### src/hdl/small_square_matrix_multiply_defines.svh
// assertion macros for the matrix multiplier
`ifndef SMALL_SQUARE_MATRIX_MULTIPLY_DEFINES_SVH
`define SMALL_SQUARE_MATRIX_MULTIPLY_DEFINES_SVH

`ifndef ASSERT_OFF
`define SSMM_ASSERT(label, prop) \
    label: assert property (@(posedge clk) disable iff (!rst_n) prop) \
        else $error("%m: check failed");
`define SSMM_ASSERT_NEVER(label, cond) \
    label: assert property (@(posedge clk) disable iff (!rst_n) !(cond)) \
        else $error("%m: forbidden condition seen");
`else
`define SSMM_ASSERT(label, prop)
`define SSMM_ASSERT_NEVER(label, cond)
`endif

`endif

### src/hdl/ssmm_pkg.sv
`timescale 1ns / 1ps

package ssmm_pkg;

    localparam int MAX_DIM    = 4;
    localparam int ELEM_WIDTH = 32;
    localparam int FRAC_BITS  = 16;
    localparam int DIM_W      = 3;

    localparam int DEPTH  = MAX_DIM * MAX_DIM;
    localparam int ADDR_W = $clog2(DEPTH);
    localparam int CNT_W  = $clog2(DEPTH + 1);
    localparam int N_W    = $clog2(MAX_DIM + 1);
    localparam int IDX_W  = $clog2(MAX_DIM);
    localparam int PROD_W = 2 * ELEM_WIDTH;
    localparam int ACC_W  = PROD_W + $clog2(MAX_DIM) + 1;

    typedef logic signed [ELEM_WIDTH-1:0] elem_t;

    typedef struct packed {
        elem_t value;
        logic  sat;
    } lane_res_t;

    // travels down the multiply-accumulate pipeline next to the data
    typedef struct packed {
        logic           valid;
        logic           first;
        logic           last;
        logic           col_last;
        logic [N_W-1:0] n;
    } ctrl_t;

endpackage

### src/hdl/ssmm_ram.sv
`timescale 1ns / 1ps

module ssmm_ram #(
    parameter int DEPTH = 16,
    parameter int WIDTH = 32
) (
    input  logic                     clk,
    input  logic                     we,
    input  logic [$clog2(DEPTH)-1:0] waddr,
    input  logic [WIDTH-1:0]         wdata,
    input  logic [$clog2(DEPTH)-1:0] raddr,
    output logic [WIDTH-1:0]         rdata
);

    logic [WIDTH-1:0] mem [DEPTH];

    always_ff @(posedge clk)
    begin
        if (we)
        begin
            mem[waddr] <= wdata;
        end
        rdata <= mem[raddr];
    end

endmodule

### src/hdl/ssmm_lane.sv
`timescale 1ns / 1ps

module ssmm_lane
    import ssmm_pkg::*;
(
    input  logic              clk,
    input  logic              a_we,
    input  logic [ADDR_W-1:0] a_waddr,
    input  elem_t             a_wdata,
    input  logic [ADDR_W-1:0] a_raddr,
    input  elem_t             b_rdata,
    input  logic              acc_en,
    input  logic              acc_clr,
    input  logic              hold,
    output lane_res_t         res
);

    localparam elem_t ELEM_MAX = {1'b0, {(ELEM_WIDTH-1){1'b1}}};
    localparam elem_t ELEM_MIN = {1'b1, {(ELEM_WIDTH-1){1'b0}}};

    logic [ELEM_WIDTH-1:0]     a_rdata;
    logic signed [PROD_W-1:0]  prod_reg;
    logic signed [PROD_W-1:0]  prod_next;
    logic signed [ACC_W-1:0]   acc_reg;
    logic signed [ACC_W-1:0]   acc_next;
    logic signed [ACC_W-1:0]   shifted;
    logic [ACC_W-ELEM_WIDTH:0] upper;
    logic                      fits;
    lane_res_t                 res_reg;
    lane_res_t                 res_next;

    // private copy of the left matrix, one read port per lane
    ssmm_ram #(
        .DEPTH (DEPTH),
        .WIDTH (ELEM_WIDTH)
    ) u_a_ram (
        .clk   (clk),
        .we    (a_we),
        .waddr (a_waddr),
        .wdata (a_wdata),
        .raddr (a_raddr),
        .rdata (a_rdata)
    );

    always_comb
    begin
        prod_next = $signed(a_rdata) * b_rdata;
        acc_next  = (acc_clr ? '0 : acc_reg) + ACC_W'(prod_reg);
    end

    // drop fraction bits, then clip to element range
    always_comb
    begin
        shifted        = acc_reg >>> FRAC_BITS;
        upper          = shifted[ACC_W-1:ELEM_WIDTH-1];
        fits           = (&upper) || !(|upper);
        res_next.sat   = !fits;
        res_next.value = fits ? shifted[ELEM_WIDTH-1:0]
                              : (acc_reg[ACC_W-1] ? ELEM_MIN : ELEM_MAX);
    end

    always_ff @(posedge clk)
    begin
        prod_reg <= prod_next;
        if (acc_en)
        begin
            acc_reg <= acc_next;
        end
        if (hold)
        begin
            res_reg <= res_next;
        end
    end

    assign res = res_reg;

endmodule

### config.mk
export PLATFORM = sky130hd
export DESIGN_NAME = ssmm_lane
export DESIGN_NICKNAME = d
export VERILOG_FILES = /design/src/hdl/small_square_matrix_multiply_defines.svh /design/src/hdl/ssmm_pkg.sv /design/src/hdl/ssmm_ram.sv /design/src/hdl/ssmm_lane.sv
export SDC_FILE = /design/constraint.sdc
export NUM_CORES = 2
export LEC_CHECK = 0
export ABC_CLOCK_PERIOD_IN_PS = 8200
export BUFFER_PORTS_ARGS = -buffer_cell sky130_fd_sc_hd__buf_4
export CAP_MARGIN = 20
export CORE_MARGIN = 10
export CORE_UTILIZATION = 60
export DETAILED_ROUTE_END_ITERATION = 8
export GPL_ROUTABILITY_DRIVEN = 0
export PLACE_DENSITY_LB_ADDON = 0.1
export RECOVER_POWER = 100
export SYNTH_ARGS = -nofsm -noshare
export SYNTH_HDL_FRONTEND = slang
export SYNTH_HIERARCHICAL = 1
export SYNTH_SLANG_ARGS = --single-unit
### constraint.sdc
create_clock -name clk -period 8.2 [get_ports clk]
set_clock_uncertainty 0.1 [all_clocks]
set_input_delay 0.41 -clock clk [delete_from_list [all_inputs] [get_ports clk]]
set_output_delay 0.41 -clock clk [all_outputs]
set_load 0.01 [all_outputs]
==> out/metrics.csv <==
stage;metric;value;unit
run_status;status;finished with violations;
run_status;failing checks;capacitance limit, slew limit;
synthesis;number of flops mapped to enable cells by yosys;612;
grt;GRT overflow;0;
grt;first-pass GRT wire length;252000;um
floorplan;chip width;348;um
grt;vias in the first global route;44000;
clocking;TritonCTS clock tree;yes;
floorplan;I/O pin total;110;
detailed_routing;DR vias;40700;
synthesis;ys async rst share;0;
synthesis;main combinational cell family by area after synthesis;adder cells;
setup_path;CP Capture Type;flip-flop;
detailed_routing;residual DRC count;0;
floorplan;core area;107000;um2
setup_path;Crit path required time;8.68;ns
sta;Final setup violation count;0;
final_layout;area of the multi-input gates;39500;um2
sta;Worst Tran Pin Value;3.58;ns
final_layout;Design Area, Final;70000;um2
detailed_routing;routed wire length per instance;22.0;um
synthesis;synth top area cells;fa_1 33%, edfxtp_1 28%, inv_1 6.0%;
setup_path;WP data arrival;8.35;ns
setup_path;FF-to-FF Start;u_a_ram/rdata[10];
worst_hold_path;worst min path class;input port to flip-flop;
sta;max_slew headroom;-1.39;
final_layout;share of cells above drive strength 1;0.0763;
clocking;cts bufs inserted;76;
clocking;CTS root buf;clkbuf_16;
final_layout;area grow syn2layout;8.21;%
synthesis;Seq/Total Area, Yosys;0.314;
setup_path;Reg-to-Reg End;prod_reg[60];
worst_hold_path;Worst Hold End;prod_reg[0];
floorplan;Starting Density;0.605;
clocking;CTS Buffer Depth;3;
synthesis;synthesis-stage register bit count;708;
detailed_routing;Via-to-Cell Ratio;5.71;
floorplan;Rows;120;
synthesis;count leader, synth;fa_1;
detailed_routing;ANT nets after route;0;
place;port bufs;109;
grt;initial antenna violation count;11;
setup_path;crit path kind;flip-flop to flip-flop;
synthesis;simple-gate share of the synthesized area;0.113;
synthesis;Mapped Avg Cell Area;11.6;um2
synthesis;XOR/XNOR share of the synthesized area;0.0181;
setup_path;R2R cell count;23;
final_layout;sequential cell area;20300;um2
place;DPL Wire Length;116000;um
sta;fin crit share;0.960;
detailed_routing;aggregate routed wire length;157000;um
clocking;H-tree depth;3;
synthesis;Cell Area, Synth;64700;um2
clocking;CTS clk-pin slew, worst paths;0.06;ns
setup_path;worst reg2reg setup slack;0.33;ns
final_layout;Largest register FFs;512;
sta;Achievable Freq;0.127;GHz
final_layout;Fillers;8250;
clocking;clock latency on the worst-skew pair;0.67;ns
synthesis;Ys Warns;6;
synthesis;Post-Syn Nets;6987;
grt;gr usage total;0.267;
flow_run;Max Cap Viol;22;
synthesis;most area-hungry cell type in the Yosys netlist;fa_1;
grt;largest net degree at the start of global routing;68;
synthesis;mux share of post-synthesis cell area;0.0445;
sta;minimum clock period;7.87;ns
synthesis;synth unique cells;79;
worst_hold_path;WHS Path Cells;2;
place;Cell Area, Placed;67600;um2
synthesis;Mapped Cells;5577;
floorplan;DIE AREA;121000;um2
synthesis;Synth top cells by count;1083 x fa_1, 1031 x inv_1, 612 x edfxtp_1;
synthesis;Post-Synth Adder-Cell Area;0.383;
clocking;CTS sink count;708;
floorplan;die height;348;um
final_layout;Final #Nets;7075;
synthesis;Synth Area in Compound Gates;0.0502;
worst_hold_path;Worst Hold Launch;b_rdata[0];
sta;final-report max-slew violation count;772;
synthesis;Yosys top cell area share;0.335;
final_layout;Core Util, Final;0.654;
synthesis;Main synth FF type;edfxtp_1;
sta;final hold vios;0;
setup_path;Startpoint Class;flip-flop;
detailed_routing;DR iter-0 viols;3152;
detailed_routing;TritonRoute pass-1 iters;5;
setup_path;crit-path max FO;14;
-- cells by family after synthesis --
logic type / after synthesis
simple gates: 1463
compound gates: 497
xor+xnor: 134
fa+ha+maj: 1333
buf+inv: 1314
flops: 708
mux: 128
-- critical path, stage by stage (launching register included) --
cell	delay, ns
dfxtp_1	0.55
buf_4	0.29
and2_1	0.17
fa_1	0.44
fa_1	0.51
inv_1	0.05
fa_1	0.47
fa_1	0.51
inv_1	0.05
fa_1	0.55
fa_1	0.45
fa_1	0.55
fa_1	0.46
ha_1	0.42
o21a_1	0.15
o21ai_0	0.13
nor2_1	0.16
o21ai_2	0.08
a41o_1	0.28
o31a_1	0.39
o41ai_4	0.40
o21ai_2	0.15
o31ai_2	0.28
xor2_1	0.17
-- cells in the final DEF, fill, tap and decap left out, drive strengths merged, types with 5 or more instances in the layout --
master / count
fa: 1083
inv: 1036
edfxtp: 612
nand2: 591
and2: 526
ha: 250
clkbuf: 197
buf: 163
nor2: 135
mux4: 128
a21oi: 128
o21ai: 116
dfxtp: 96
xnor2: 93
a22oi: 66
nor2b: 61
a21o: 58
xor2: 41
dlygate4sd3: 32
nand2b: 28
clkinv: 28
nand3: 27
nand4: 24
nor3: 24
o21a: 18
o21bai: 16
and3: 15
a211oi: 15
a31oi: 13
o31ai: 13
nor4: 10
a211o: 7
and4: 7
clkinvlp: 5
o221ai: 5
-- what timing repair did --
action,in CTS,in global routing
setup buffers,0,3
resized for setup,1,22
cloned,0,1
setup endpoints to repair,1,13
endpoints found under the hold margin,512,0
hold buffers,32,0
-- per-stage QoR --
step / instances / setup WS [ns] / hold slack (ns) / TNS [ns]
final: 7133 / 0.330 / 0.158 / 0
after global routing: 7133 / -0.0568 / 0.149 / -0.0568
after CTS: 7127 / 0.0965 / 0.0805 / 0
after detailed placement: 6954 / -0.0303 / 0.441 / -0.0303
after global placement: 6953 / 0.0851 / 0.421 / 0
after floorplan: 5577 / 0.683 / 0.408 / 0
-- metal layers --
layer	global-route usage	wire length, um	vias up
li1	-	-	17800
met1	0.385	67300	21000
met2	0.412	70700	1652
met3	0.0677	15700	211
met4	0.0533	2960	14
met5	0	78	-
-- final cells by class --
| type | instances | share of cell area |
|---|---|---|
| Multi-Input combinational cell | 3555 | 0.564 |
| Sequential cell | 708 | 0.290 |
| Inverter | 1032 | 0.0554 |
| Timing Repair Buffer | 292 | 0.0304 |
| Clock buffer | 100 | 0.0292 |
| Tap cell | 1403 | 0.0251 |
| Clock inverter | 41 | 0.00613 |
| Antenna cell | 2 | 0.0000715 |
-- worst max path at each step --
stage,start,to,slack [ns]
4_1_cts,u_a_ram/rdata[18],prod_reg[63],0.1
2_1_floorplan,b_rdata[5],prod_reg[62],0.68
6_report,u_a_ram/rdata[10],prod_reg[60],0.33
5_1_grt,u_a_ram/rdata[4],prod_reg[63],-0.06
3_5_place_dp,u_a_ram/rdata[11],prod_reg[63],-0.03
3_3_place_gp,u_a_ram/rdata[11],prod_reg[63],0.09
Power is not shown: default switching activity piles up to over one toggle a cycle in this logic, so the estimate is an artifact.
