--- config.mk ---
export PLATFORM = sky130hd
export DESIGN_NAME = ssmm_ram
export DESIGN_NICKNAME = d
export VERILOG_FILES = /design/src/hdl/small_square_matrix_multiply_defines.svh /design/src/hdl/ssmm_ram.sv
export SDC_FILE = /design/constraint.sdc
export NUM_CORES = 1
export LEC_CHECK = 0
export ABC_CLOCK_PERIOD_IN_PS = 5200
export BUFFER_PORTS_ARGS = -buffer_cell sky130_fd_sc_hd__buf_2
export CAP_MARGIN = 5
export CORE_MARGIN = 3
export CORE_UTILIZATION = 60
export CTS_CLUSTER_DIAMETER = 80
export DETAILED_ROUTE_END_ITERATION = 10
export PLACE_DENSITY = 0.83
export SLEW_MARGIN = 20
export SYNTH_ARGS = -nofsm -noshare
export SYNTH_HDL_FRONTEND = slang
export SYNTH_SLANG_ARGS = --single-unit
--- constraint.sdc ---
create_clock -name clk -period 5.2 [get_ports clk]
set_clock_uncertainty 0.2 [all_clocks]
set_input_delay 0.78 -clock clk [delete_from_list [all_inputs] [get_ports clk]]
set_output_delay 0.78 -clock clk [all_outputs]
set_load 0.005 [all_outputs]
--- src/hdl/small_square_matrix_multiply_defines.svh ---
// assertion macros for the matrix multiplier
`ifndef SMALL_SQUARE_MATRIX_MULTIPLY_DEFINES_SVH
`define SMALL_SQUARE_MATRIX_MULTIPLY_DEFINES_SVH

`ifndef ASSERT_OFF
`define SSMM_ASSERT(label, prop) \
    label: assert property (@(posedge clk) disable iff (!rst_n) prop) \
        else $error("%m: check failed");
`define SSMM_ASSERT_NEVER(label, cond) \
    label: assert property (@(posedge clk) disable iff (!rst_n) !(cond)) \
        else $error("%m: forbidden condition seen");
`else
`define SSMM_ASSERT(label, prop)
`define SSMM_ASSERT_NEVER(label, cond)
`endif

`endif

--- src/hdl/ssmm_ram.sv ---
`timescale 1ns / 1ps

module ssmm_ram #(
    parameter int DEPTH = 16,
    parameter int WIDTH = 32
) (
    input  logic                     clk,
    input  logic                     we,
    input  logic [$clog2(DEPTH)-1:0] waddr,
    input  logic [WIDTH-1:0]         wdata,
    input  logic [$clog2(DEPTH)-1:0] raddr,
    output logic [WIDTH-1:0]         rdata
);

    logic [WIDTH-1:0] mem [DEPTH];

    always_ff @(posedge clk)
    begin
        if (we)
        begin
            mem[waddr] <= wdata;
        end
        rdata <= mem[raddr];
    end

endmodule

==> out/results.ini, run 1 <==
[clock_tree]
cts_inserted_buffers=50
cts_num_sinks=544
clockRootBuffer=clkbuf_16
post_cts_buffers=0
clk_pin_slew_ps=60
cts_max_level=2
post_cts_resized=0
hold_buffers=0
cts_tree=built
clk_latency_ps=570
cts_buffer_depth=3

[synth]
synth_compound_area_frac=0.0242
ys_seq_area_frac=0.807
synthCells=838
synthMuxAreaShare=0.145
netlist_area_um2=19900
synthesis.nets=880
synth_seq_cells=544
syn_area_per_cell_um2=23.7
synthSimpleGateAreaFrac=0.0127
netlist.area_leader.share=0.774
synth_fa_ha_area_frac=0
synth_top_family_by_area=multiplexers
yosys_warnings=0
synth.area.top_cells=edfxtp_1 77%, mux4_2 15%, dfxtp_1 3.2%, a22oi_1 2.4%, nand2_1 0.62%
synth-xor-area-share=0
yosysTopAreaCell=edfxtp_1
yosysUniqueCellTypes=18

[layout]
nets=985
final_cell_mix=512 x edfxtp_1, 128 x mux4_2, 71 x buf_2, 64 x a22oi_1, 53 x clkbuf_16
final_common_cell=edfxtp_1
drive_gt1_frac=0.324
syn_to_final_growth_pct=13.6

[critical_path]
crit_start=waddr[2]
slowest_delay_ps=860
cp.required_ps=5250
path_delay_family=simple AND/OR/NAND/NOR gates
slowest_stage=nor2_4
end_kind=flip-flop
crit_type=input port to flip-flop
r2r_start=mem[14][20]
crit_path_cell_trace=buf_2, or3b_2, nor2_4, buf_4
crit_buf_inv=2
worst-path-max-fanout=24
critPathArrivalTime_ps=2700
critPathLaunchType=input port

[timing]
slew_headroom=0.276
worst_pin_slew_ps=1080
period_share=0.509
fmax_mhz=378
slew_violations=0
rsz0062_at_grt=false
finalHoldViolations=0
finalSetupViolations=0
period_needed_ps=2650
final.setup.tns_ps=0

[placement]
gp_congestion=0.717
io_buffers=73
hpwl_um=21000

[die]
rows=65
die_area_um2=35300
core_um2=32000
ios=74
die_w_um=188
start_util=0.620
die_y_um=188

[drt]
vias_per_cell=6.65
drt_first_pass_iters=5
wl_um=45200
drtIter0Drc=1118
drc=0
vias=9462
wl_per_cell_um=31.8
final_antenna_net_count=0
wl_met2_um=23300
highest_layer=met5
wl_met3_um=4380
wl_met1_um=16300

[outcome]
status=finished, final reports clean

[global_route]
antenna_found_initial=1
grt_pass1_wl_um=66900
grt_usage=0.262
grt_start_max_net_pins=62
gr-total-overflow=0
grt_pass1_vias=9978

[hold_path]
holdCritPathClass=input port to flip-flop
min_from=wdata[30]

[pwr]
p_clk_frac=0.407
power_w=0.00905
net-switching-power_w=0.00184
p_seq_frac=0.546
peakVddDrop_v=0.000226
cellLeakagePower_nw=7.27
p_per_area_nw_per_um2=401
p_sw_frac=0.203
combPwrFrac=0.047
p_int_w=0.00721

[flow_run]
drv_cap=0

==> worst paths after layout <==
path / depth (start not counted) / end / slack (ps)
max: 4 / mem[1][22] / 2550
min reg2reg: 3 / rdata[21] / 470
min: 1 / mem[11][30] / 390
max reg2reg: 3 / rdata[20] / 3590
==> cell type report <==
class / instances / area, µm²
Antenna cell: 2 / 5.00
Clock buffer: 72 / 1450
Clock inverter: 22 / 209
Fill cell: 1804 / 9500
Multi-Input combinational cell: 251 / 3750
Sequential cell: 544 / 16000
Tap cell: 435 / 544
Timing Repair Buffer: 96 / 574
==> synth_stat cells <==
library cell,n
nand3b_1,2
buf_1,9
a22oi_1,64
clkbuf_1,17
edfxtp_1,512
buf_4,11
or3b_2,1
nor3_1,4
nand2b_1,2
nand2_1,33
mux4_2,128
buf_2,4
buf_6,2
nor2b_1,2
nor2_1,13
dfxtp_1,32
nand3_1,1
and2_1,1
==> stage by stage <==
| stage | hold WS, ps | cells | instance area, µm² | util | setup WS, ps |
|---|---|---|---|---|---|
| after floorplan | 435 | 838 | 19900 | - | 1040 |
| after global placement | 444 | 1326 | 20900 | 0.652 | 2080 |
| after detailed placement | 462 | 1326 | 20900 | 0.652 | 2020 |
| after CTS | 368 | 1420 | 22500 | 0.703 | 2560 |
| after global routing | 391 | 1420 | 22500 | 0.703 | 2430 |
| final | 388 | 1422 | 22500 | 0.704 | 2550 |
==> worst register-to-register path, stage by stage, from the launching register on <==
cell and delay, ps:
edfxtp_1 420, mux4_2 500, a22oi_1 190, nand2_1 160
==> sequential cells by signal (all words and copies together) (netlist names) <==
name,flops
mem,512
rdata,32
==> power by group through the flow <==
stage	logic (W)	clock network (W)	registers [W]
final	0.000427	0.00368	0.00494
after floorplan	0.000235	0	0.00502
after global routing	0.000458	0.00388	0.00494
after CTS	0.000430	0.00372	0.00494
after detailed placement	0.000421	0	0.00503
after global placement	0.000407	0	0.00502
==> kinds of logic (layout without fill, tap and decap cells) <==
kind of cell    count (synthesis)  after routing
flops                         544            544
buf+inv                        43            190
compound gates                 64             64
mux                           128            128
other cells                     0              2
simple gates                   59             59
==> layer usage <==
metal | vias to the layer above | global-route usage
met5 | - | 0
met4 | 2 | 0.0834
met3 | 96 | 0.0565
met2 | 607 | 0.430
met1 | 4975 | 0.362
li1 | 3782 | -
(Power assumes the default switching activity.)
==> run 2: changes to the inputs <==
--- a/config.mk
+++ b/config.mk
@@ -5,14 +5,15 @@
 export SDC_FILE = /design/constraint.sdc
 export NUM_CORES = 1
 export LEC_CHECK = 0
-export ABC_CLOCK_PERIOD_IN_PS = 5200
+export ABC_AREA = 1
+export ABC_CLOCK_PERIOD_IN_PS = 2530
 export BUFFER_PORTS_ARGS = -buffer_cell sky130_fd_sc_hd__buf_2
 export CAP_MARGIN = 5
 export CORE_MARGIN = 3
 export CORE_UTILIZATION = 60
 export CTS_CLUSTER_DIAMETER = 80
 export DETAILED_ROUTE_END_ITERATION = 10
-export PLACE_DENSITY = 0.83
+export PLACE_DENSITY = 0.82
 export SLEW_MARGIN = 20
 export SYNTH_ARGS = -nofsm -noshare
 export SYNTH_HDL_FRONTEND = slang
==> constraint.sdc (replaced) <==
create_clock -name clk -period 2.53 [get_ports clk]
set_clock_uncertainty 0.2 [all_clocks]
set_input_delay 0.3795 -clock clk [delete_from_list [all_inputs] [get_ports clk]]
set_output_delay 0.3795 -clock clk [all_outputs]
set_load 0.005 [all_outputs]
==> run 2 against run 1 <==
Setup slack got worse by 1700 ps. Design area increased by 14%. Global-route usage down 0.89 points. Synthesized area is 14% higher. Register-to-register slack got worse by 2400 ps. Critical path type is now flip-flop to output pin. Critical endpoint is now rdata[2].
==> out/results.ini, run 2 <==
[drt]
vias=15100
vias_per_cell=5.48
wl_um=51200
drtIter0Drc=1806
drc=0
drt_first_pass_iters=5
wl_per_cell_um=18.6
final_antenna_net_count=0

[critical_path]
critPathLaunchType=flip-flop
slowest_stage=dfxtp_1
path_delay_family=flip-flops
cp.required_ps=1950
end_kind=output pin
worst-path-max-fanout=1
crit_path_cell_trace=buf_2
crit_start=rdata[2]
critPathArrivalTime_ps=1090
r2r_start=mem[14][27]
crit_type=flip-flop to output pin
crit_buf_inv=1
slowest_delay_ps=380

[die]
start_util=0.615
die_y_um=201
ios=74
rows=70
die_area_um2=40300
die_w_um=201
core_um2=37000

[placement]
hpwl_um=27200
placedCellCount=2632
gp_congestion=0.803
io_buffers=73

[synth]
yosysMostFrequentCell=nand2_1
ys_async_sr_fraction=0
syn_area_per_cell_um2=10.7
synthCells=2120
netlist_area_um2=22700
synth_ff_type=edfxtp_1
synth_commonest_cells=677 x nand2_1, 512 x edfxtp_1, 388 x inv_1, 385 x nand3_1, 41 x buf_2
synthesis.nets=2162
yosysUniqueCellTypes=15
netlist.area_leader.share=0.676
yosysTopAreaCell=edfxtp_1
ys_seq_area_frac=0.705
yosys_warnings=0
synth_edf_count=512
synth_seq_cells=544
synth.area.top_cells=edfxtp_1 68%, nand2_1 11%, nand3_1 8.5%, inv_1 6.4%, dfxtp_1 2.8%

[timing]
rsz0062_at_grt=false
final.setup.tns_ps=0
worst_pin_slew_ps=647
finalSetupViolations=0
fmax_mhz=599
period_needed_ps=1670
slew_violations=0
finalHoldViolations=0
period_share=0.660
slew_headroom=0.568

[layout]
final_common_cell=nand2_1
stdcell_count=2755
regMostFlops=mem
largestRegisters=mem x512, rdata x32
final_cell_mix=677 x nand2_1, 512 x edfxtp_1, 386 x inv_1, 385 x nand3_1, 71 x buf_2
largest_reg_flops=512
diodes=0
drive_gt1_frac=0.0920
syn_to_final_growth_pct=13.1
nets=2252

[pwr]
p_per_area_nw_per_um2=731
peakVddDrop_v=0.000530
cellLeakagePower_nw=11.0

[clock_tree]
post_cts_resized=0
cts_tree=built
clk_latency_ps=570
cts_num_sinks=544
clk_pin_slew_ps=70
post_cts_buffers=0
cts_max_level=2
cts_inserted_buffers=50
cts_buffer_depth=3
clockRootBuffer=clkbuf_16

[global_route]
grt_start_max_net_pins=130
grt_pass1_wl_um=80600
grt_usage=0.254
grt_pass1_vias=15000
antenna_found_initial=0
gr-total-overflow=0

[hold_path]
min_from=wdata[20]
holdCritPathClass=input port to flip-flop

[outcome]
status=finished, final reports clean

[flow_run]
drv_cap=0

==> run 2: per-stage QoR <==
stage | hold slack [ps] | setup slack (ps) | power (W) | area, µm² | utilization
after global routing | 6.96 | 849 | 0.0194 | 25700 | 0.696
after CTS | 2.23 | 856 | 0.0189 | 25700 | 0.696
after floorplan | 278 | -42.2 | 0.0110 | 22700 | -
after global placement | 433 | 596 | 0.0114 | 23800 | 0.643
final | 19.0 | 861 | 0.0188 | 25700 | 0.696
after detailed placement | 440 | 559 | 0.0115 | 23800 | 0.643
==> run 2: cell type report <==
class / instances / area [µm²]
clock inverter: 15 / 123
sequential: 544 / 16000
fill: 2488 / 11200
clock buffer: 78 / 1530
multi-input combinational: 1081 / 4670
inverter: 390 / 1470
tap: 504 / 631
timing repair buffer: 143 / 1270
==> run 2: final timing paths <==
path                end  depth (start not counted)  slack (ps)
max reg2reg   rdata[27]                          6        1210
min reg2reg   rdata[31]                          6         480
max            rdata[2]                          1         860
min          mem[5][20]                          1          20
==> run 2: worst register-to-register path, stage by stage (launching register included) <==
cell and delay [ps]:
edfxtp_1 390, inv_1 90, nand2_1 70, nand3_1 120, nand3_1 90, nand3_1 180, nand2_1 70
==> run 2: per-layer routing <==
| metal | wire length [µm] | global-route usage |
|---|---|---|
| met1 | 19900 | 0.342 |
| met2 | 24800 | 0.414 |
| met3 | 4720 | 0.0444 |
| met4 | 1800 | 0.103 |
| met5 | 0 | 0 |
==> run 2: cells by family after synthesis <==
group,Yosys count,share of synthesized area
buf+inv,495,0.0954
flops,544,0.705
simple gates,1081,0.200
==> run 2: repair_timing <==
| action | 4_1_cts | 5_1_grt |
|---|---|---|
| hold endpoints to repair | 432 | 0 |
| hold buffers | 30 | 0 |
| setup endpoints to repair | 0 | 0 |
==> run 2: report_power, final <==
| group | total (W) | switching [W] | internal [W] |
|---|---|---|---|
| logic | 0.00121 | 0.000832 | 0.000377 |
| registers | 0.0101 | 0.0000618 | 0.0101 |
| clock network | 0.00746 | 0.00311 | 0.00435 |
| total | 0.0188 | 0.00400 | 0.0148 |
