File: src/hdl/small_square_matrix_multiply_defines.svh
// assertion macros for the matrix multiplier
`ifndef SMALL_SQUARE_MATRIX_MULTIPLY_DEFINES_SVH
`define SMALL_SQUARE_MATRIX_MULTIPLY_DEFINES_SVH

`ifndef ASSERT_OFF
`define SSMM_ASSERT(label, prop) \
    label: assert property (@(posedge clk) disable iff (!rst_n) prop) \
        else $error("%m: check failed");
`define SSMM_ASSERT_NEVER(label, cond) \
    label: assert property (@(posedge clk) disable iff (!rst_n) !(cond)) \
        else $error("%m: forbidden condition seen");
`else
`define SSMM_ASSERT(label, prop)
`define SSMM_ASSERT_NEVER(label, cond)
`endif

`endif

File: src/hdl/ssmm_pkg.sv
`timescale 1ns / 1ps

package ssmm_pkg;

    localparam int MAX_DIM    = 4;
    localparam int ELEM_WIDTH = 32;
    localparam int FRAC_BITS  = 16;
    localparam int DIM_W      = 3;

    localparam int DEPTH  = MAX_DIM * MAX_DIM;
    localparam int ADDR_W = $clog2(DEPTH);
    localparam int CNT_W  = $clog2(DEPTH + 1);
    localparam int N_W    = $clog2(MAX_DIM + 1);
    localparam int IDX_W  = $clog2(MAX_DIM);
    localparam int PROD_W = 2 * ELEM_WIDTH;
    localparam int ACC_W  = PROD_W + $clog2(MAX_DIM) + 1;

    typedef logic signed [ELEM_WIDTH-1:0] elem_t;

    typedef struct packed {
        elem_t value;
        logic  sat;
    } lane_res_t;

    // travels down the multiply-accumulate pipeline next to the data
    typedef struct packed {
        logic           valid;
        logic           first;
        logic           last;
        logic           col_last;
        logic [N_W-1:0] n;
    } ctrl_t;

endpackage

File: src/hdl/ssmm_merge.sv
`timescale 1ns / 1ps

`include "small_square_matrix_multiply_defines.svh"

module ssmm_merge
    import ssmm_pkg::*;
(
    input  logic      clk,
    input  logic      rst_n,
    input  logic      hold,
    input  ctrl_t     hold_ctrl,
    input  lane_res_t lane_res [MAX_DIM],
    input  logic      out_stall,
    output logic      out_valid,
    output elem_t     c_value,
    output logic      saturated,
    output logic      last,
    output logic      col_done
);

    logic             res_full_reg;
    logic             res_full_next;
    logic             res_last_reg;
    logic [N_W-1:0]   res_n_reg;
    lane_res_t        bank_reg [MAX_DIM];
    logic             bank_full_reg;
    logic             bank_full_next;
    logic             bank_last_reg;
    logic [N_W-1:0]   bank_n_reg;
    logic [IDX_W-1:0] idx_reg;
    logic [IDX_W-1:0] idx_next;
    logic             out_valid_reg;
    elem_t            out_value_reg;
    logic             out_sat_reg;
    logic             out_last_reg;

    logic             out_free;
    logic             emit;
    logic             emit_end;
    logic             load_bank;
    lane_res_t        pick;

    always_comb
    begin
        out_free  = !out_valid_reg || !out_stall;
        emit      = bank_full_reg && out_free;
        emit_end  = emit && (idx_reg == IDX_W'(bank_n_reg - N_W'(1)));
        load_bank = res_full_reg && (!bank_full_reg || emit_end);
        pick      = bank_reg[idx_reg];

        res_full_next = hold ? 1'b1 : (load_bank ? 1'b0 : res_full_reg);

        bank_full_next = bank_full_reg;
        idx_next       = idx_reg;
        if (emit)
        begin
            idx_next = idx_reg + IDX_W'(1);
        end
        if (emit_end)
        begin
            bank_full_next = 1'b0;
            idx_next       = '0;
        end
        if (load_bank)
        begin
            bank_full_next = 1'b1;
            idx_next       = '0;
        end
    end

    always_ff @(posedge clk or negedge rst_n)
    begin
        if (!rst_n)
        begin
            res_full_reg  <= 1'b0;
            bank_full_reg <= 1'b0;
            idx_reg       <= '0;
            out_valid_reg <= 1'b0;
        end
        else
        begin
            res_full_reg  <= res_full_next;
            bank_full_reg <= bank_full_next;
            idx_reg       <= idx_next;
            if (out_free)
            begin
                out_valid_reg <= emit;
            end
        end
    end

    always_ff @(posedge clk)
    begin
        if (hold)
        begin
            res_last_reg <= hold_ctrl.col_last;
            res_n_reg    <= hold_ctrl.n;
        end
        if (load_bank)
        begin
            bank_reg      <= lane_res;
            bank_last_reg <= res_last_reg;
            bank_n_reg    <= res_n_reg;
        end
        if (emit)
        begin
            out_value_reg <= pick.value;
            out_sat_reg   <= pick.sat;
            out_last_reg  <= bank_last_reg && emit_end;
        end
    end

    assign out_valid = out_valid_reg;
    assign c_value   = out_value_reg;
    assign saturated = out_sat_reg;
    assign last      = out_last_reg;
    assign col_done  = emit_end;

    `SSMM_ASSERT_NEVER(a_res_overrun, hold && res_full_reg && !load_bank)
    `SSMM_ASSERT_NEVER(a_idx_range, bank_full_reg && (N_W'(idx_reg) >= bank_n_reg))
    `SSMM_ASSERT(a_bank_drain, emit_end && !load_bank |=> !bank_full_reg)

endmodule

File: config.mk
export PLATFORM = sky130hd
export DESIGN_NAME = ssmm_merge
export DESIGN_NICKNAME = d
export VERILOG_FILES = /design/src/hdl/ssmm_pkg.sv /design/src/hdl/ssmm_merge.sv
export VERILOG_INCLUDE_DIRS = /design/src /design/src/hdl
export SDC_FILE = /design/constraint.sdc
export NUM_CORES = 1
export LEC_CHECK = 0
export BUFFER_PORTS_ARGS = -buffer_cell sky130_fd_sc_hd__clkbuf_2
export CORE_ASPECT_RATIO = 1.25
export CORE_MARGIN = 4
export CORE_UTILIZATION = 35
export CTS_BUF_LIST = sky130_fd_sc_hd__clkbuf_4
export CTS_CLUSTER_SIZE = 8
export DETAILED_ROUTE_END_ITERATION = 16
export PLACE_DENSITY = 0.55
export SKIP_LAST_GASP = 1
export SLEW_MARGIN = 20
export SYNTH_ARGS = -nofsm -noshare
export SYNTH_HDL_FRONTEND = slang
export SYNTH_SLANG_ARGS = --single-unit
File: constraint.sdc
create_clock -name clk -period 22.3 [get_ports clk]
set_input_delay 5.575 -clock clk [delete_from_list [all_inputs] [get_ports clk]]
set_output_delay 5.575 -clock clk [all_outputs]
set_load 0.05 [all_outputs]
==> qor.csv, run 1 <==
stage,metric,value,unit
final_layout,Final #Nets,576,
placement,routability cong.,0.721,
synthesis,post-synthesis register bit count,177,
route,total number of vias,3066,
worst_setup_path,Worst setup SP type,input pin,
pwr,clock power share,16.9,%
pwr,share of power burned in registers,54.3,%
synthesis,syn nets,388,
floorplan,die area,0.0202,sq mm
pwr,Static Leak,2.81,nW
synthesis,Synth top area share,82.3,%
global_route,first-pass GRT wire length,18.3,mm
worst_hold_path,Hold WC Path Type,reg -> reg,
timing,Clock Skew,17.8,ps
worst_setup_path,"most used cell, CP",clkbuf_2,
worst_setup_path,r2r startpoint,bank_full_reg,
pwr,Sw Ratio,33.8,%
worst_setup_path,r2r setup slk,19290,ps
pwr,Comb pwr share,28.7,%
clock_network,H-tree Lvls,4,
floorplan,Die X-Extent,128,um
clock_network,Sink Count,177,
global_route,antenna violations before repair,2,
worst_setup_path,worst path bufs/invs,3,
synthesis,"top cells by area, synth","edfxtp_1, mux4_2, dfrtp_1",
floorplan,DIE HEIGHT,158,um
route,DR pass1 iterations,4,
final_layout,footprint of the multi-input gates,935,sq um
route,"wirelength, routed",12.2,mm
worst_setup_path,Worst path slowest cell,inv_2,
timing,"Slew Viols, Final",0,
clock_network,Clock Pin Slew Worst Setup and Hold Paths,130,ps
route,Avg WL per Cell,18.2,um
floorplan,core region area,0.0176,sq mm
synthesis,cell taking the most area after synthesis,edfxtp_1,
placement,Detailed Place HPWL,8.27,mm
synthesis,Post-synth EDFFs,172,
timing,Worst slew margin,34.7,%
worst_setup_path,CP max FO,38,
global_route,GRT Resource Usage Total,12.4,%
timing,final hold violations,0,
synthesis,post-synthesis sequential area ratio,84.3,%
clock_network,clk_lat worst skew,530,ps
clock_network,CTS root buf,clkbuf_4,
worst_setup_path,worst reg-to-reg path cell count,5,
clock_network,CTS tree,yes,
pwr,pwr dens,134,mW/mm^2
synthesis,Yosys warnings,0,
final_layout,max FFs per register,132,
timing,RSZ-0062 raised after global routing,false,
synthesis,Mapped Area,0.00628,sq mm
worst_setup_path,CP Launch Point,out_stall,
synthesis,Cells after Synth,245,
worst_setup_path,crit path capture type,primary output,
timing,crit share post-route,57.5,%
floorplan,io pins,179,
placement,port bufs,174,
worst_hold_path,hold path start,res_last_reg,
worst_setup_path,Worst EP arrival,7250,ps
synthesis,Most used DFF post-synth,edfxtp_1,
route,number of routed nets with antenna violations,0,
clock_network,Resized Gates After CTS,0,
clock_network,hold_buf cts,0,
clock_network,clock buffer depth,2,
clock_network,Post-CTS Setup Inserts,0,
timing,Max Clock Freq,78.0,MHz
final_layout,Area growth syn-to-layout,22.4,%
timing,min Tclk post-route,12830,ps
worst_hold_path,Hold EP,bank_last_reg,
synthesis,async set or reset register ratio after synthesis,2.82,%
route,drt drc,0,
synthesis,most numerous cell in the Yosys netlist,edfxtp_1,
timing,final number of setup-violating endpoints,0,
synthesis,synth cell count leaders,"edfxtp_1, mux4_2, buf_2, dfrtp_1, nand2_1",
global_route,total gr overflow,0,
final_layout,register area,0.00530,sq mm
global_route,pin count of the biggest net entering global routing,77,
route,drt initial violations,227,
pwr,total power,0.00103,W
worst_setup_path,critical path class,in -> out,
worst_setup_path,reg2reg end,bank_reg[110],
worst_setup_path,"Largest stage delay, worst path",660,ps
worst_setup_path,Worst EP required,16730,ps
worst_setup_path,"delay-heaviest family, CP",buffers and inverters,
pwr,switching pwr,0.000348,W
final_layout,layout cell share with drive strength beyond 1,55.5,%
timing,Fin Setup TNS,0,ps
final_layout,fill cell count,1593,
floorplan,Initial Util,35.7,%
route,via density per instance,4.58,
global_route,vias in the first global route,3394,
timing,Slew @ Worst Pin,979,ps
worst_hold_path,hold depth,0,
status,status,completed,
job,max-cap viol count,0,
synthesis,Mapped Avg Cell Area,25.6,sq um
synthesis,Synth cell types,24,
floorplan,Rows,54,
pwr,internal cell power,0.000681,W
clock_network,CTS Buf Count,17,
worst_setup_path,worst-path cell chain,clkbuf_2 > a21bo_2 > inv_2 > nand2_1 > nor2_1 > clkbuf_2,
pwr,peak supply drop,0.0000483,V
[layout by cell type, fill, tap and decap left out, types with 3 or more instances in the layout]
| cell type | netlist | routed |
|---|---|---|
| buf_4 | 1 | 3 |
| clkbuf_2 | 0 | 174 |
| clkbuf_4 | 0 | 18 |
| clkinv_1 | 0 | 3 |
| dfrtp_1 | 5 | 3 |
| edfxtp_1 | 172 | 172 |
| inv_6 | 0 | 3 |
| mux4_2 | 33 | 33 |
| nand2_1 | 5 | 5 |
[cell families (layout without fill, tap and decap cells)]
group,after synthesis,in the layout,share of synthesized area [%]
mux,34,34,12.1
buf+inv,10,210,0.997
xor+xnor,1,1,0.439
simple gates,11,11,0.857
flops,177,177,84.3
compound gates,12,12,1.36
other cells,0,1,0
[power groups by stage]
stage / clock (W) / combinational [W] / sequential (W)
after floorplan: 0 / 0.000153 / 0.000676
after global placement: 0 / 0.000298 / 0.000565
after detailed placement: 0 / 0.000303 / 0.000572
after CTS: 0.000183 / 0.000303 / 0.000563
after global routing: 0.000199 / 0.000315 / 0.000573
final: 0.000174 / 0.000296 / 0.000559
[stage by stage]
step	instances	cell area (sq um)	utilization (%)	setup slack [ps]	hold slack, ps
floorplan	245	6280	-	5670	400
global placement	638	7410	42.2	9370	403
detailed placement	638	7410	42.2	9360	408
CTS	669	7680	43.7	9360	443
global route	670	7680	43.7	9270	450
finish	670	7680	43.7	9470	438
[per-layer routing]
layer	part of all wire, %	wire length, um	vias to the layer above	global-route usage [%]
met4	1.7	205	2	5.16
met2	54	6630	96	21.4
met3	6.2	754	16	4.56
met5	0.066	8	-	0
li1	-	-	1412	-
met1	38	4580	1540	13.9
[how the worst max path moves through the flow]
stage	endpoint	slack [ps]	depth (start not counted)
2_1_floorplan	bank_last_reg	5670	4
3_3_place_gp	col_done	9370	6
3_5_place_dp	col_done	9360	6
4_1_cts	col_done	9360	6
5_1_grt	col_done	9270	6
6_report	col_done	9470	6
[cell type report]
type	count	share of cell area, %
Clock buffer	18	1.76
Inverter	2	0.0977
Clock inverter	13	1.76
Antenna cell	1	0.0326
Sequential cell	177	68.9
Multi-Input combinational cell	58	12.2
Tap cell	224	3.65
Timing Repair Buffer	177	11.6
Power figures use the tool's default switching activity.
==> inputs of run 2 (changes only) <==
- ABC_AREA: default -> 1
- PLACE_DENSITY: 0.55 -> 0.57
- clock period: 22.3 -> 10.9 ns (I/O delays scaled with it)
==> run 2 against run 1 <==
Clock skew is essentially flat. Critical endpoint unchanged. Synthesized cell count is 64% higher. Global-route usage rose by 1.2 points. Clock power is 130% higher.
==> qor.csv, run 2 <==
stage,metric,value,unit
synthesis,synth cell count leaders,"edfxtp_1, nor2_1, o21ai_0",
worst_hold_path,Hold WC Path Type,reg -> reg,
worst_setup_path,Worst setup SP type,input pin,
clock_network,clock buffer depth,2,
worst_setup_path,reg2reg end,bank_reg[43],
worst_setup_path,"Largest stage delay, worst path",270,ps
pwr,Comb pwr share,33.2,%
synthesis,"top cells by area, synth","edfxtp_1, nor2_1, o21ai_0",
worst_setup_path,r2r startpoint,idx_reg[0],
clock_network,CTS root buf,clkbuf_4,
global_route,pin count of the biggest net entering global routing,78,
worst_setup_path,Worst path slowest cell,clkbuf_2,
global_route,total gr overflow,0,
placement,routability cong.,0.751,
worst_setup_path,Worst EP arrival,3690,ps
pwr,Sw Ratio,39.1,%
synthesis,Synth cell types,23,
timing,final hold violations,0,
route,total number of vias,3912,
placement,Detailed Place HPWL,8.88,mm
worst_setup_path,worst-path cell chain,clkbuf_2 > nand2_1 > nand2_1 > nor2_1 > nand3_2 > inv_1 > clkbuf_2,
synthesis,Mapped Area,0.00640,sq mm
placement,dpl cells,787,
synthesis,Post-synth EDFFs,172,
pwr,share of power burned in registers,49.5,%
final_layout,layout cell share with drive strength beyond 1,37.6,%
floorplan,Rows,55,
worst_hold_path,hold depth,0,
worst_setup_path,r2r setup slk,8310,ps
synthesis,most numerous cell in the Yosys netlist,edfxtp_1,
clock_network,CTS Buf Count,17,
route,drt drc,0,
clock_network,CTS tree,yes,
final_layout,most frequent cells in the layout,"clkbuf_2, edfxtp_1, nor2_1, o21ai_0, o22ai_1",
final_layout,fill cell count,1697,
final_layout,Final #Nets,721,
pwr,switching pwr,0.000892,W
pwr,pwr dens,292,mW/mm^2
synthesis,Synth top area share,80.7,%
global_route,GRT Resource Usage Total,13.6,%
synthesis,Most used DFF post-synth,edfxtp_1,
floorplan,io pins,179,
clock_network,hold_buf cts,0,
floorplan,die area,0.0205,sq mm
final_layout,"commonest non-fill, non-tap cell in the layout",clkbuf_2,
timing,Slew @ Worst Pin,958,ps
timing,crit share post-route,58.9,%
worst_setup_path,"delay-heaviest family, CP",simple AND/OR/NAND/NOR gates,
worst_setup_path,critical path class,in -> out,
route,via density per instance,4.77,
job,max-cap viol count,0,
synthesis,post-synthesis register bit count,177,
worst_setup_path,worst path bufs/invs,3,
synthesis,Yosys warnings,0,
worst_hold_path,hold path start,res_n_reg[1],
synthesis,cell taking the most area after synthesis,edfxtp_1,
final_layout,Area growth syn-to-layout,21.8,%
clock_network,H-tree Lvls,4,
pwr,Static Leak,2.97,nW
floorplan,Die X-Extent,129,um
timing,final number of setup-violating endpoints,0,
timing,"Slew Viols, Final",0,
timing,Max Clock Freq,156,MHz
clock_network,Clock Pin Slew Worst Setup and Hold Paths,150,ps
placement,port bufs,174,
timing,min Tclk post-route,6420,ps
pwr,peak supply drop,0.000162,V
floorplan,core region area,0.0180,sq mm
clock_network,Sink Count,177,
global_route,antenna violations before repair,1,
route,number of routed nets with antenna violations,0,
clock_network,Post-CTS Setup Inserts,0,
route,Avg WL per Cell,16.9,um
status,status,completed,
global_route,first-pass GRT wire length,21.1,mm
timing,Worst slew margin,36.1,%
synthesis,Mapped Avg Cell Area,16.0,sq um
pwr,clock power share,17.3,%
timing,Fin Setup TNS,0,ps
worst_setup_path,CP max FO,6,
floorplan,Initial Util,35.5,%
pwr,internal cell power,0.00139,W
clock_network,Resized Gates After CTS,0,
synthesis,post-synthesis sequential area ratio,82.6,%
clock_network,clk_lat worst skew,550,ps
final_layout,max FFs per register,132,
floorplan,DIE HEIGHT,159,um
route,drt initial violations,226,
synthesis,syn nets,544,
synthesis,Cells after Synth,401,
timing,Clock Skew,17.4,ps
worst_setup_path,worst reg-to-reg path cell count,7,
worst_setup_path,crit path capture type,primary output,
worst_setup_path,Worst EP required,8180,ps
synthesis,async set or reset register ratio after synthesis,2.82,%
timing,RSZ-0062 raised after global routing,false,
route,DR pass1 iterations,4,
global_route,vias in the first global route,3948,
route,"wirelength, routed",13.8,mm
final_layout,Post-Layout Cell Count,820,
worst_hold_path,Hold EP,bank_n_reg[1],
[run 2: changes by cell type after synthesis, moves of 5 or more]
cell | before | now
inv_1 | 1 | 7
o21ai_1 | 0 | 23
nor2_1 | 1 | 67
nand2_1 | 5 | 17
buf_2 | 5 | 10
mux4_2 | 33 | 0
o21ai_0 | 3 | 44
o22ai_1 | 0 | 29
[run 2: cell type report]
class                           instances  area, sq um  area share (%)
Antenna cell                            1         2.50          0.0321
Clock buffer                           17          128            1.64
Clock inverter                         15          193            2.47
Inverter                               10         40.0           0.513
Multi-Input combinational cell        193          952            12.2
Sequential cell                       177         5290            67.8
Tap cell                              228          285            3.66
Timing Repair Buffer                  179          908            11.6
[run 2: power groups by stage]
stage	sequential (W)	clock, W	combinational, W
finish	0.00113	0.000393	0.000757
floorplan	0.00141	0	0.000361
global placement	0.00114	0	0.000751
CTS	0.00113	0.000411	0.000770
global route	0.00115	0.000440	0.000823
detailed placement	0.00115	0	0.000770
[run 2: worst max path at each step]
stage / startpoint / to / slack [ps] / depth (start not counted)
floorplan: out_stall / bank_last_reg / 630 / 5
global placement: out_stall / col_done / 4490 / 7
detailed placement: out_stall / col_done / 4470 / 7
CTS: out_stall / col_done / 4460 / 7
global route: out_stall / col_done / 4370 / 7
finish: out_stall / col_done / 4480 / 7
[run 2: through the flow]
| step | hold WS (ps) | worst slack, ps | area [sq um] | total power (W) | util, % |
|---|---|---|---|---|---|
| CTS | 443 | 4460 | 7800 | 0.00231 | 43.2 |
| detailed placement | 407 | 4470 | 7480 | 0.00192 | 41.5 |
| floorplan | 400 | 634 | 6400 | 0.00177 | - |
| global route | 448 | 4370 | 7800 | 0.00241 | 43.3 |
| global placement | 405 | 4490 | 7480 | 0.00189 | 41.5 |
| finish | 441 | 4480 | 7800 | 0.00228 | 43.3 |
[run 2: logic make-up after synthesis]
family	after synthesis	share of synthesized area (%)
compound gates	103	9.16
buf+inv	31	2.70
flops	177	82.6
simple gates	90	5.53
[run 2: metal layers]
layer  GRT usage (%)  routed length [um]  vias up
met5               0                   0        -
li1                -                   -     1871
met3            3.79                 753       25
met1            15.1                5280     1886
met2            23.9                7470      130
met4            6.06                 328        0
